==> config.mk <==
export PLATFORM = sky130hd
export DESIGN_NAME = rv32i_instruction_decoder_top
export DESIGN_NICKNAME = d
export VERILOG_FILES = /design/src/rtl/core/rv32id_pkg.sv /design/src/rtl/core/rv32i_instruction_decoder_top.sv /design/src/rtl/core/rv32id_imm_gen.sv /design/src/rtl/core/rv32id_decode.sv
export SDC_FILE = /design/constraint.sdc
export NUM_CORES = 1
export LEC_CHECK = 0
export BUFFER_PORTS_ARGS = -buffer_cell sky130_fd_sc_hd__buf_2
export CAP_MARGIN = 5
export CORE_ASPECT_RATIO = 0.7
export CORE_UTILIZATION = 59
export CTS_BUF_LIST = sky130_fd_sc_hd__clkbuf_8 sky130_fd_sc_hd__clkbuf_16
export CTS_CLUSTER_SIZE = 24
export DETAILED_ROUTE_END_ITERATION = 8
export PLACE_DENSITY = 0.88
export SYNTH_ARGS = -nofsm -noshare
export SYNTH_HDL_FRONTEND = slang
export SYNTH_HIERARCHICAL = 1
export SYNTH_SLANG_ARGS = --single-unit
==> constraint.sdc <==
create_clock -name clock -period 3.87 [get_ports clock]
set_input_delay 0.1935 -clock clock [delete_from_list [all_inputs] [get_ports clock]]
set_output_delay 0.1935 -clock clock [all_outputs]
set_load 0.05 [all_outputs]
==> src/rtl/core/rv32id_pkg.sv <==
// Package for the RV32I instruction decoder: opcodes, operation numbers,
// funct3 lookup functions and shared types. No dependencies.
package rv32id_pkg;

   localparam logic [6:0] OPC_LOAD   = 7'b0000011;
   localparam logic [6:0] OPC_FENCE  = 7'b0001111;
   localparam logic [6:0] OPC_OPIMM  = 7'b0010011;
   localparam logic [6:0] OPC_AUIPC  = 7'b0010111;
   localparam logic [6:0] OPC_STORE  = 7'b0100011;
   localparam logic [6:0] OPC_OP     = 7'b0110011;
   localparam logic [6:0] OPC_LUI    = 7'b0110111;
   localparam logic [6:0] OPC_BRANCH = 7'b1100011;
   localparam logic [6:0] OPC_JALR   = 7'b1100111;
   localparam logic [6:0] OPC_JAL    = 7'b1101111;
   localparam logic [6:0] OPC_SYSTEM = 7'b1110011;

   localparam logic [6:0]  F7_BASE     = 7'b0000000;
   localparam logic [6:0]  F7_ALT      = 7'b0100000;
   localparam logic [24:0] SYS_ECALL   = 25'h0000000;
   localparam logic [24:0] SYS_EBREAK  = 25'h0002000;

   localparam logic [5:0] OP_LB     = 6'd0;
   localparam logic [5:0] OP_LH     = 6'd1;
   localparam logic [5:0] OP_LW     = 6'd2;
   localparam logic [5:0] OP_LBU    = 6'd3;
   localparam logic [5:0] OP_LHU    = 6'd4;
   localparam logic [5:0] OP_FENCE  = 6'd5;
   localparam logic [5:0] OP_ADDI   = 6'd6;
   localparam logic [5:0] OP_SLTI   = 6'd7;
   localparam logic [5:0] OP_SLTIU  = 6'd8;
   localparam logic [5:0] OP_XORI   = 6'd9;
   localparam logic [5:0] OP_ORI    = 6'd10;
   localparam logic [5:0] OP_ANDI   = 6'd11;
   localparam logic [5:0] OP_AUIPC  = 6'd12;
   localparam logic [5:0] OP_SB     = 6'd13;
   localparam logic [5:0] OP_SH     = 6'd14;
   localparam logic [5:0] OP_SW     = 6'd15;
   localparam logic [5:0] OP_ADD    = 6'd16;
   localparam logic [5:0] OP_SLL    = 6'd17;
   localparam logic [5:0] OP_SLT    = 6'd18;
   localparam logic [5:0] OP_SLTU   = 6'd19;
   localparam logic [5:0] OP_XOR    = 6'd20;
   localparam logic [5:0] OP_SRL    = 6'd21;
   localparam logic [5:0] OP_OR     = 6'd22;
   localparam logic [5:0] OP_AND    = 6'd23;
   localparam logic [5:0] OP_SUB    = 6'd24;
   localparam logic [5:0] OP_SRA    = 6'd25;
   localparam logic [5:0] OP_LUI    = 6'd26;
   localparam logic [5:0] OP_BEQ    = 6'd27;
   localparam logic [5:0] OP_BNE    = 6'd28;
   localparam logic [5:0] OP_BLT    = 6'd29;
   localparam logic [5:0] OP_BGE    = 6'd30;
   localparam logic [5:0] OP_BLTU   = 6'd31;
   localparam logic [5:0] OP_BGEU   = 6'd32;
   localparam logic [5:0] OP_JALR   = 6'd33;
   localparam logic [5:0] OP_JAL    = 6'd34;
   localparam logic [5:0] OP_ECALL  = 6'd35;
   localparam logic [5:0] OP_EBREAK = 6'd36;
   localparam logic [5:0] OP_LAST   = OP_EBREAK;

   typedef struct packed {
      logic       hit;
      logic [5:0] op;
   } op_lookup_type;

   typedef struct packed {
      logic [31:0] imm_i;
      logic [31:0] imm_s;
      logic [31:0] imm_b;
      logic [31:0] imm_u;
      logic [31:0] imm_j;
      logic [31:0] imm_fence;
   } imm_set_type;

   typedef struct packed {
      logic [5:0]  op_id;
      logic        illegal;
      logic [4:0]  dest_reg;
      logic [4:0]  src_reg_a;
      logic [4:0]  src_reg_b;
      logic [31:0] immediate;
   } decode_result_type;

   localparam op_lookup_type NO_HIT = '{hit: 1'b0, op: 6'd0};

   function automatic op_lookup_type hit_op(input logic [5:0] op);
      op_lookup_type r;
      r.hit = 1'b1;
      r.op  = op;
      return r;
   endfunction

   function automatic op_lookup_type load_op(input logic [2:0] f3);
      case (f3)
         3'd0:    return hit_op(OP_LB);
         3'd1:    return hit_op(OP_LH);
         3'd2:    return hit_op(OP_LW);
         3'd4:    return hit_op(OP_LBU);
         3'd5:    return hit_op(OP_LHU);
         default: return NO_HIT;
      endcase
   endfunction

   function automatic op_lookup_type opimm_op(input logic [2:0] f3);
      case (f3)
         3'd0:    return hit_op(OP_ADDI);
         3'd2:    return hit_op(OP_SLTI);
         3'd3:    return hit_op(OP_SLTIU);
         3'd4:    return hit_op(OP_XORI);
         3'd6:    return hit_op(OP_ORI);
         3'd7:    return hit_op(OP_ANDI);
         default: return NO_HIT;
      endcase
   endfunction

   function automatic op_lookup_type store_op(input logic [2:0] f3);
      case (f3)
         3'd0:    return hit_op(OP_SB);
         3'd1:    return hit_op(OP_SH);
         3'd2:    return hit_op(OP_SW);
         default: return NO_HIT;
      endcase
   endfunction

   function automatic op_lookup_type reg_op(input logic [2:0] f3, input logic [6:0] f7);
      op_lookup_type r;
      r = NO_HIT;
      if (f7 == F7_BASE) begin
         case (f3)
            3'd0:    r = hit_op(OP_ADD);
            3'd1:    r = hit_op(OP_SLL);
            3'd2:    r = hit_op(OP_SLT);
            3'd3:    r = hit_op(OP_SLTU);
            3'd4:    r = hit_op(OP_XOR);
            3'd5:    r = hit_op(OP_SRL);
            3'd6:    r = hit_op(OP_OR);
            default: r = hit_op(OP_AND);
         endcase
      end else if (f7 == F7_ALT) begin
         case (f3)
            3'd0:    r = hit_op(OP_SUB);
            3'd5:    r = hit_op(OP_SRA);
            default: r = NO_HIT;
         endcase
      end
      return r;
   endfunction

   function automatic op_lookup_type branch_op(input logic [2:0] f3);
      case (f3)
         3'd0:    return hit_op(OP_BEQ);
         3'd1:    return hit_op(OP_BNE);
         3'd4:    return hit_op(OP_BLT);
         3'd5:    return hit_op(OP_BGE);
         3'd6:    return hit_op(OP_BLTU);
         3'd7:    return hit_op(OP_BGEU);
         default: return NO_HIT;
      endcase
   endfunction

endpackage

==> src/rtl/core/rv32i_instruction_decoder_top.sv <==
// Top level of the RV32I instruction decoder: request register, decode,
// result register. Depends on rv32id_pkg and rv32id_decode.
// Throughput: one request per cycle; busy is never raised.
// Reset: synchronous, clears the request and result strobes; no results pending.
// The receiver cannot stall: each result is shown for one cycle on rsp_strobe.
module rv32i_instruction_decoder_top (
   input  logic               clock,
   input  logic               reset,
   input  logic               start,
   output logic               busy,
   input  logic [31:0]        req_instr_word,
   output logic               rsp_strobe,
   output logic [5:0]         rsp_op_id,
   output logic               rsp_illegal,
   output logic [4:0]         rsp_dest_reg,
   output logic [4:0]         rsp_src_reg_a,
   output logic [4:0]         rsp_src_reg_b,
   output logic signed [31:0] rsp_immediate
);

   logic                          req_valid_ff;
   logic                          req_valid_in;
   logic [31:0]                   req_word_ff;
   logic                          rsp_valid_ff;
   rv32id_pkg::decode_result_type rsp_ff;
   rv32id_pkg::decode_result_type dec_result;

   assign busy         = 1'b0;
   assign req_valid_in = start && !busy;

   always_ff @(posedge clock) begin
      if (reset) begin
         req_valid_ff <= 1'b0;
         rsp_valid_ff <= 1'b0;
      end else begin
         req_valid_ff <= req_valid_in;
         rsp_valid_ff <= req_valid_ff;
      end
   end

   always_ff @(posedge clock) begin
      if (req_valid_in) begin
         req_word_ff <= req_instr_word;
      end
      if (req_valid_ff) begin
         rsp_ff <= dec_result;
      end
   end

   rv32id_decode u_decode (
      .instr_word (req_word_ff),
      .result     (dec_result)
   );

   assign rsp_strobe    = rsp_valid_ff;
   assign rsp_op_id     = rsp_ff.op_id;
   assign rsp_illegal   = rsp_ff.illegal;
   assign rsp_dest_reg  = rsp_ff.dest_reg;
   assign rsp_src_reg_a = rsp_ff.src_reg_a;
   assign rsp_src_reg_b = rsp_ff.src_reg_b;
   assign rsp_immediate = $signed(rsp_ff.immediate);

   a_rsp_follows_req : assert property (@(posedge clock) disable iff (reset)
      (start && !busy) |-> ##2 rsp_strobe)
      else $error("request not answered two cycles later");

   a_no_spurious_rsp : assert property (@(posedge clock) disable iff (reset)
      rsp_strobe |-> $past(req_valid_ff))
      else $error("result strobe without a decoded request");

   a_illegal_zeroed : assert property (@(posedge clock) disable iff (reset)
      (rsp_strobe && rsp_illegal) |-> (rsp_op_id == 6'd0 && rsp_dest_reg == 5'd0 &&
         rsp_src_reg_a == 5'd0 && rsp_src_reg_b == 5'd0 && rsp_immediate == 32'sd0))
      else $error("illegal result with non-zero fields");

   a_op_in_range : assert property (@(posedge clock) disable iff (reset)
      rsp_strobe |-> (rsp_op_id <= rv32id_pkg::OP_LAST))
      else $error("operation number out of range");

endmodule

==> src/rtl/core/rv32id_imm_gen.sv <==
// Immediate assembly for every RV32I format from one instruction word.
// Depends on rv32id_pkg.
module rv32id_imm_gen (
   input  logic [31:0]               instr_word,
   output rv32id_pkg::imm_set_type   imm_set
);

   logic sign;

   assign sign = instr_word[31];

   always_comb begin
      imm_set.imm_i     = {{21{sign}}, instr_word[30:20]};
      imm_set.imm_s     = {{21{sign}}, instr_word[30:25], instr_word[11:7]};
      imm_set.imm_b     = {{20{sign}}, instr_word[7], instr_word[30:25],
                           instr_word[11:8], 1'b0};
      imm_set.imm_u     = {instr_word[31:12], 12'd0};
      imm_set.imm_j     = {{12{sign}}, instr_word[19:12], instr_word[20],
                           instr_word[30:21], 1'b0};
      imm_set.imm_fence = {20'd0, instr_word[31:20]};
   end

endmodule

==> src/rtl/core/rv32id_decode.sv <==
// Opcode/funct decode and field selection for one instruction word.
// Depends on rv32id_pkg and rv32id_imm_gen.
module rv32id_decode (
   input  logic [31:0]                     instr_word,
   output rv32id_pkg::decode_result_type   result
);

   rv32id_pkg::imm_set_type   imm_set;
   rv32id_pkg::op_lookup_type lookup;
   logic [6:0] opc;
   logic [2:0] f3;
   logic [6:0] f7;
   logic [4:0] rd;
   logic [4:0] rs1;
   logic [4:0] rs2;
   logic [4:0] sel_rd;
   logic [4:0] sel_rs1;
   logic [4:0] sel_rs2;
   logic [31:0] sel_imm;

   rv32id_imm_gen u_imm_gen (
      .instr_word (instr_word),
      .imm_set    (imm_set)
   );

   assign opc = instr_word[6:0];
   assign f3  = instr_word[14:12];
   assign f7  = instr_word[31:25];
   assign rd  = instr_word[11:7];
   assign rs1 = instr_word[19:15];
   assign rs2 = instr_word[24:20];

   always_comb begin
      lookup  = rv32id_pkg::NO_HIT;
      sel_rd  = 5'd0;
      sel_rs1 = 5'd0;
      sel_rs2 = 5'd0;
      sel_imm = 32'd0;
      case (opc)
         rv32id_pkg::OPC_LOAD: begin
            lookup  = rv32id_pkg::load_op(f3);
            sel_rd  = rd;
            sel_rs1 = rs1;
            sel_imm = imm_set.imm_i;
         end
         rv32id_pkg::OPC_FENCE: begin
            if (f3 == 3'd0) begin
               lookup = rv32id_pkg::hit_op(rv32id_pkg::OP_FENCE);
            end
            sel_rd  = rd;
            sel_rs1 = rs1;
            sel_imm = imm_set.imm_fence;
         end
         rv32id_pkg::OPC_OPIMM: begin
            lookup  = rv32id_pkg::opimm_op(f3);
            sel_rd  = rd;
            sel_rs1 = rs1;
            sel_imm = imm_set.imm_i;
         end
         rv32id_pkg::OPC_AUIPC: begin
            lookup  = rv32id_pkg::hit_op(rv32id_pkg::OP_AUIPC);
            sel_rd  = rd;
            sel_imm = imm_set.imm_u;
         end
         rv32id_pkg::OPC_STORE: begin
            lookup  = rv32id_pkg::store_op(f3);
            sel_rs1 = rs1;
            sel_rs2 = rs2;
            sel_imm = imm_set.imm_s;
         end
         rv32id_pkg::OPC_OP: begin
            lookup  = rv32id_pkg::reg_op(f3, f7);
            sel_rd  = rd;
            sel_rs1 = rs1;
            sel_rs2 = rs2;
         end
         rv32id_pkg::OPC_LUI: begin
            lookup  = rv32id_pkg::hit_op(rv32id_pkg::OP_LUI);
            sel_rd  = rd;
            sel_imm = imm_set.imm_u;
         end
         rv32id_pkg::OPC_BRANCH: begin
            lookup  = rv32id_pkg::branch_op(f3);
            sel_rs1 = rs1;
            sel_rs2 = rs2;
            sel_imm = imm_set.imm_b;
         end
         rv32id_pkg::OPC_JALR: begin
            lookup  = rv32id_pkg::hit_op(rv32id_pkg::OP_JALR);
            sel_rd  = rd;
            sel_rs1 = rs1;
            sel_imm = imm_set.imm_i;
         end
         rv32id_pkg::OPC_JAL: begin
            lookup  = rv32id_pkg::hit_op(rv32id_pkg::OP_JAL);
            sel_rd  = rd;
            sel_imm = imm_set.imm_j;
         end
         rv32id_pkg::OPC_SYSTEM: begin
            if (instr_word[31:7] == rv32id_pkg::SYS_ECALL) begin
               lookup = rv32id_pkg::hit_op(rv32id_pkg::OP_ECALL);
            end else if (instr_word[31:7] == rv32id_pkg::SYS_EBREAK) begin
               lookup = rv32id_pkg::hit_op(rv32id_pkg::OP_EBREAK);
            end
         end
         default: begin
            lookup = rv32id_pkg::NO_HIT;
         end
      endcase
   end

   // unmatched encodings: flag only, everything else zero
   always_comb begin
      if (lookup.hit) begin
         result.op_id     = lookup.op;
         result.illegal   = 1'b0;
         result.dest_reg  = sel_rd;
         result.src_reg_a = sel_rs1;
         result.src_reg_b = sel_rs2;
         result.immediate = sel_imm;
      end else begin
         result.op_id     = 6'd0;
         result.illegal   = 1'b1;
         result.dest_reg  = 5'd0;
         result.src_reg_a = 5'd0;
         result.src_reg_b = 5'd0;
         result.immediate = 32'd0;
      end
   end

endmodule
**After elaboration in Yosys (flattened, before gate mapping)**

Index checks and enable logic that the tools add are counted.

- Memory bits (read-only): 0
- Word-level logic and storage cells: 57
- Bits in writable memories: 0
- Bits in registers: 88
- Latch bits: 0
- Memories: 0
- Output and inout port bits: 56
- Input bits: 35

- $add $sub $neg: 0
- Mux-type cells: 17
- Bitwise gates (word level): 0
- $mul: 0
- Equality and inequality tests: 20
- Shift-type cells: 0
- Reductions and logical operators: 11
- Order comparisons: 0
- Div/mod/pow operators: 0

Operator list:

| kind | count |
|---|---|
| 32-bit case mux with 6 select lines | 1 |
| 7-bit case mux with 6 select lines | 2 |
| 7-bit case mux with 11 select lines | 1 |
| 48-bit 2-to-1 mux | 1 |
| 7-bit 2-to-1 mux | 5 |
| 7-bit case mux with 5 select lines | 1 |
| 7-bit by 6-bit == test with 1-bit output, second input constant | 4 |
| 7-bit == test, second input constant | 4 |
| 25-bit by 14-bit == test with 1-bit output, second input constant | 1 |
| 25-bit logical NOT | 1 |
| 3-bit case mux with 7 select lines | 1 |
| 7-bit case mux with 3 select lines | 1 |
| 5-bit 2-to-1 mux | 3 |
| 7-bit by 5-bit == test with 1-bit output, second input constant | 2 |
| 7-bit case mux with 2 select lines | 1 |
| 3-bit == test, second input constant | 4 |
| 8-bit OR reduction | 1 |
| 7-bit by 2-bit == test with 1-bit output, second input constant | 1 |
| 7-bit by 4-bit == test with 1-bit output, second input constant | 1 |
| 7-bit logical NOT | 1 |
| 7-bit OR reduction | 1 |
| 3-bit by 2-bit == test with 1-bit output, second input constant | 2 |
| 2-bit AND reduction | 3 |
| 3-bit OR reduction | 2 |
| other kinds (3) | 3 |

**Logic depth before layout (Yosys ltp)**

- Depth in word-level cells: 6
- Depth in mapped cells: 8
- Depth with buffers taken out: 5

**By module**

The synthesis kept the hierarchy.

By module, submodules not included:

| module | area an instance (um^2) | cells each | seq. area each (um^2) | instances |
|---|---|---|---|---|
| rv32i_instruction_decoder_top | 2,646.3 | 92 | 2,622.5 | 1 |
| rv32id_decode | 2,406.1 | 350 | 0.0 | 1 |
| rv32id_imm_gen | 1,445.1 | 193 | 0.0 | 1 |

**Worst setup path after synthesis**

Ideal clock, no wire load.

- Path kind: register -> register
- Start: register req_word_ff[31]
- End: register rsp_ff (netlist bit rsp_immediate[10]), data pin
- Data required time: 3.600 ns
- Path slack: 0.948 ns
- Data arrival time: 2.652 ns
- Period minus slack after synthesis: 2.922 ns
- Setup time: 0.270 ns
- Buffers on the path: 1
- Cell stages (with the launch flop): 7
- Path through: edfxtp_1 nor2_1 a21oi_1 nor3_1 nor3_1 clkbuf_1 a21oi_1

- Cells in the longest elaborated chain, start to end: 4
- Elaborated cells between the ends (all ways): 9
- Those cells by class: 2 x eq/ne; 5 x mux; 2 x reduce/logical

RTL lines:

| what | line | text |
|---|---|---|
| start, declared | rv32i_instruction_decoder_top.sv:23 | `logic [31:0] req_word_ff;` |
| start signal, assigned | rv32i_instruction_decoder_top.sv:43 | `req_word_ff <= req_instr_word;` |
| 25-bit by 14-bit == test with 1-bit output or 7-bit by 6-bit == test with 1-bit output (tied branches) | rv32id_decode.sv:102, rv32id_pkg.sv:139 |  |
| 7-bit 2-to-1 mux, on equally long branches | rv32id_decode.sv:102, rv32id_pkg.sv:139 |  |
| 7-bit 2-to-1 mux, on equally long branches | rv32id_decode.sv:100, rv32id_pkg.sv:128 |  |
| 7-bit case mux with 11 select lines * | rv32id_decode.sv:39 | `case (opc)` |
| end signal, assigned | rv32i_instruction_decoder_top.sv:46 | `rsp_ff <= dec_result;` |
| end, declared | rv32i_instruction_decoder_top.sv:25 | `rv32id_pkg::decode_result_type rsp_ff;` |

Mark *: on every way between the ends. The rest lies on a longest branch, timed or not.
A chain may end at the register's enable or synchronous reset.

**Worst setup path in the final report**

- Start: register req_word_ff[4]
- End: register rsp_ff (netlist bit rsp_immediate[16]), data pin

- Cells in the longest elaborated chain, start to end: 3
- Elaborated cells between the ends (all ways): 15
- Those cells by class: 11 x eq/ne; 2 x mux; 2 x reduce/logical

RTL lines:

| what | line |
|---|---|
| 7-bit by 2-bit == test with 1-bit output, or another cell as far along | rv32id_decode.sv:39 |
| 3-bit OR reduction (no source line) or 2-bit OR reduction (tied branches) | - |
| 32-bit case mux with 6 select lines | rv32id_decode.sv:39 |

Several ways; a longest one is shown, not always the timed one.

==> reports/results.txt <==
register area: 0.00262 mm2
Top FF cell, synth: edfxtp_1
# hold bufs at CTS: 0
PostCTS Resize Cnt: 0
top sig layer: met4
crit path DAT: 2.95 ns
critical path's top delay family: flip-flops
largest net degree at the start of global routing: 78
setup slack, reg-to-reg: 0.98 ns
maximum clock rate: 346 MHz
Sw Share: 29.7%
WL final: 13100 um
final worst-path setup slack: 0.981 ns
WL per Instance: 18.9 um
Slew headroom: 18.1%
Int Pwr: 1.65 mW
Initial Util: 61.8%
setup TNS: 0 ns
met3 wire len: 1040 um
cell breakdown of the critical path: nor3_2, buf_4, nor2b_1, a32o_1, a2111oi_4, buf_4, a21oi_1
Worst Setup EP: rsp_immediate[16]$_DFFE_PP_
Die H: 89.8 um
worst r2r dst: rsp_immediate[16]$_DFFE_PP_
crit path capture type: flip-flop
area of the multi-input gates: 0.00232 mm2
Worst Hold Launch: reset
CP bufs+invs: 2
TritonCTS Buffers: 9
fillers: 877
Area contributors post-synth: edfxtp_1, buf_4, mux2i_1
commonest non-fill, non-tap cells in the layout: buf_2, edfxtp_1, conb_1
synthesis-stage register bit count: 88
GRT Util Overall: 23.5%
antenna violations before repair: 0
ANT nets after route: 0
Layout Cells excl Fill: 695
remaining routing DRC violations: 0
post-synthesis average cell area: 10.2 um2
Die X: 127 um
H-tree depth: 3
Flop pwr share: 50.2%
postcts setup bufs: 0
top cell type's share of synthesized area: 39.7%
Cells after DPL: 679
Worst-path clk slew: 0.07 ns
fin crit share: 74.7%
Inserted Diodes: 0
net switching power: 0.696 mW
worst skew pair latency: 0.35 ns
Clk network pwr share: 34.4%
ys async rst share: 0%
most common cell after layout, fill and taps aside: buf_2
register area share after synthesis: 40.4%
CTS Root Cell: clkbuf_16
DP HPWL: 8360 um
die footprint: 0.0114 mm2
RSZ-0062 raised after global routing: false
Hold WC Path Type: in -> reg
critical path depth: 7
Syn Inst Count: 635
Final Hold Vio Count: 0
clock skew: 0.00980 ns
number of flops mapped to enable cells by yosys: 86
GRT overflow: 0
via count: 4200
WL met2: 5820 um
clk sinks: 88
first-pass GRT wire length: 20800 um
number of global-route vias before repair: 3834
Top Ports: 91
unique cell type count in the Yosys netlist: 56
Slew Limit Fails: 0
GP Congestion: 0.941
Crit path largest cell delay: 0.80 ns
nets: 577
Slew @ Worst Pin: 1.23 ns
area of the mapped netlist: 0.00650 mm2
P per Cell Area: 394 mW/mm2
CP max stage cell: edfxtp_1
First-pass DRT Iterations: 5
Hold Path Stages: 2
area leader, netlist: edfxtp_1
critical path peak fanout: 38
synth warn: 6
most frequent CP cell: buf_4
reg2reg path depth: 7
Setup crit start: req_word_ff[4]$_DFFE_PP_
Final min period: 2.89 ns
layout cells sized above 1: 27.1%
Max VDD drop: 0.000208 V
dpl ws: 1.07 ns
DR iter-0 viols: 502
FP Rows: 31
TritonCTS clock tree: done
Total Power: 2.34 mW
port bufs: 89
Logic pwr share: 15.4%
Vias per Instance: 6.04
Crit Path Class: reg -> reg
DRT met1 WL: 6100 um
synthesis-to-layout area growth: -8.45%
reg-to-reg startpoint: req_word_ff[4]$_DFFE_PP_
final setup fails: 0
total core area: 0.0105 mm2
status: completed
Worst Hold Slack: 0.00777 ns
Lkg Pwr: 2.04 nW
maximum buffer depth of the clock tree: 2
critical path launch point type: flip-flop
Req. time, crit path: 3.93 ns
max-cap violations: 0
-- per-layer routing --
layer | global-route usage, % | vias to the layer above
met5 | 0 | -
met3 | 6.01 | 18
met1 | 34.1 | 2010
met2 | 33.9 | 203
met4 | 7.84 | 0
li1 | - | 1969
-- power by group through the flow --
stage          Combinational, mW  Sequential [mW]  Clock, mW
2_1_floorplan              0.385             1.26          0
3_3_place_gp               0.349             1.19          0
3_5_place_dp               0.355             1.20          0
4_1_cts                    0.357             1.18      0.820
5_1_grt                    0.386             1.19      0.853
6_report                   0.361             1.18      0.806
-- cell type report --
cell class / count / share of cell area (%)
flip-flops and latches: 88 / 44.1
multi-input cells: 339 / 39.0
repair buffers: 101 / 9.00
clock buffers: 9 / 3.79
well taps: 148 / 3.11
clock inverters: 7 / 0.799
inverters: 3 / 0.189
-- kinds of logic after synthesis --
family          share of synthesized area [%]
buf+inv                                  26.1
other cells                             0.116
xor+xnor                                0.270
mux                                      5.08
simple gates                             8.16
flops                                    40.4
compound gates                           19.9
-- cell usage after synthesis (3+ instances only) --
cell type and count:
buf_2 10, and3b_1 4, buf_6 5, a21oi_2 20, nor2_1 12, o21ai_0 7, nor3b_1 3, nor2b_1 6
o22ai_1 32, nand2b_1 3, edfxtp_1 86, a221oi_1 34, nand4_1 4, nand2_1 21, mux2i_1 33, a21oi_1 34
a22oi_1 32, buf_4 197, nor3_1 11, nand3_1 10, clkbuf_1 24
-- metrics by stage --
stage | utilization (%) | cell area [um2]
2_1_floorplan | - | 6620
3_3_place_gp | 54.0 | 5680
3_5_place_dp | 54.0 | 5680
4_1_cts | 56.6 | 5950
5_1_grt | 56.6 | 5950
6_report | 56.6 | 5950
-- worst min path at each step --
| stage | slack, ns | endpoint |
|---|---|---|
| 2_1_floorplan | 0.27 | req_valid_ff$_SDFF_PP0_ |
| 3_5_place_dp | 0.37 | req_valid_ff$_SDFF_PP0_ |
| 4_1_cts | 0.002 | req_valid_ff$_SDFF_PP0_ |
| 5_1_grt | 0.005 | req_word_ff[21]$_DFFE_PP_ |
| 3_3_place_gp | 0.37 | req_valid_ff$_SDFF_PP0_ |
| 6_report | 0.008 | req_valid_ff$_SDFF_PP0_ |
(Power assumes the default switching activity.)
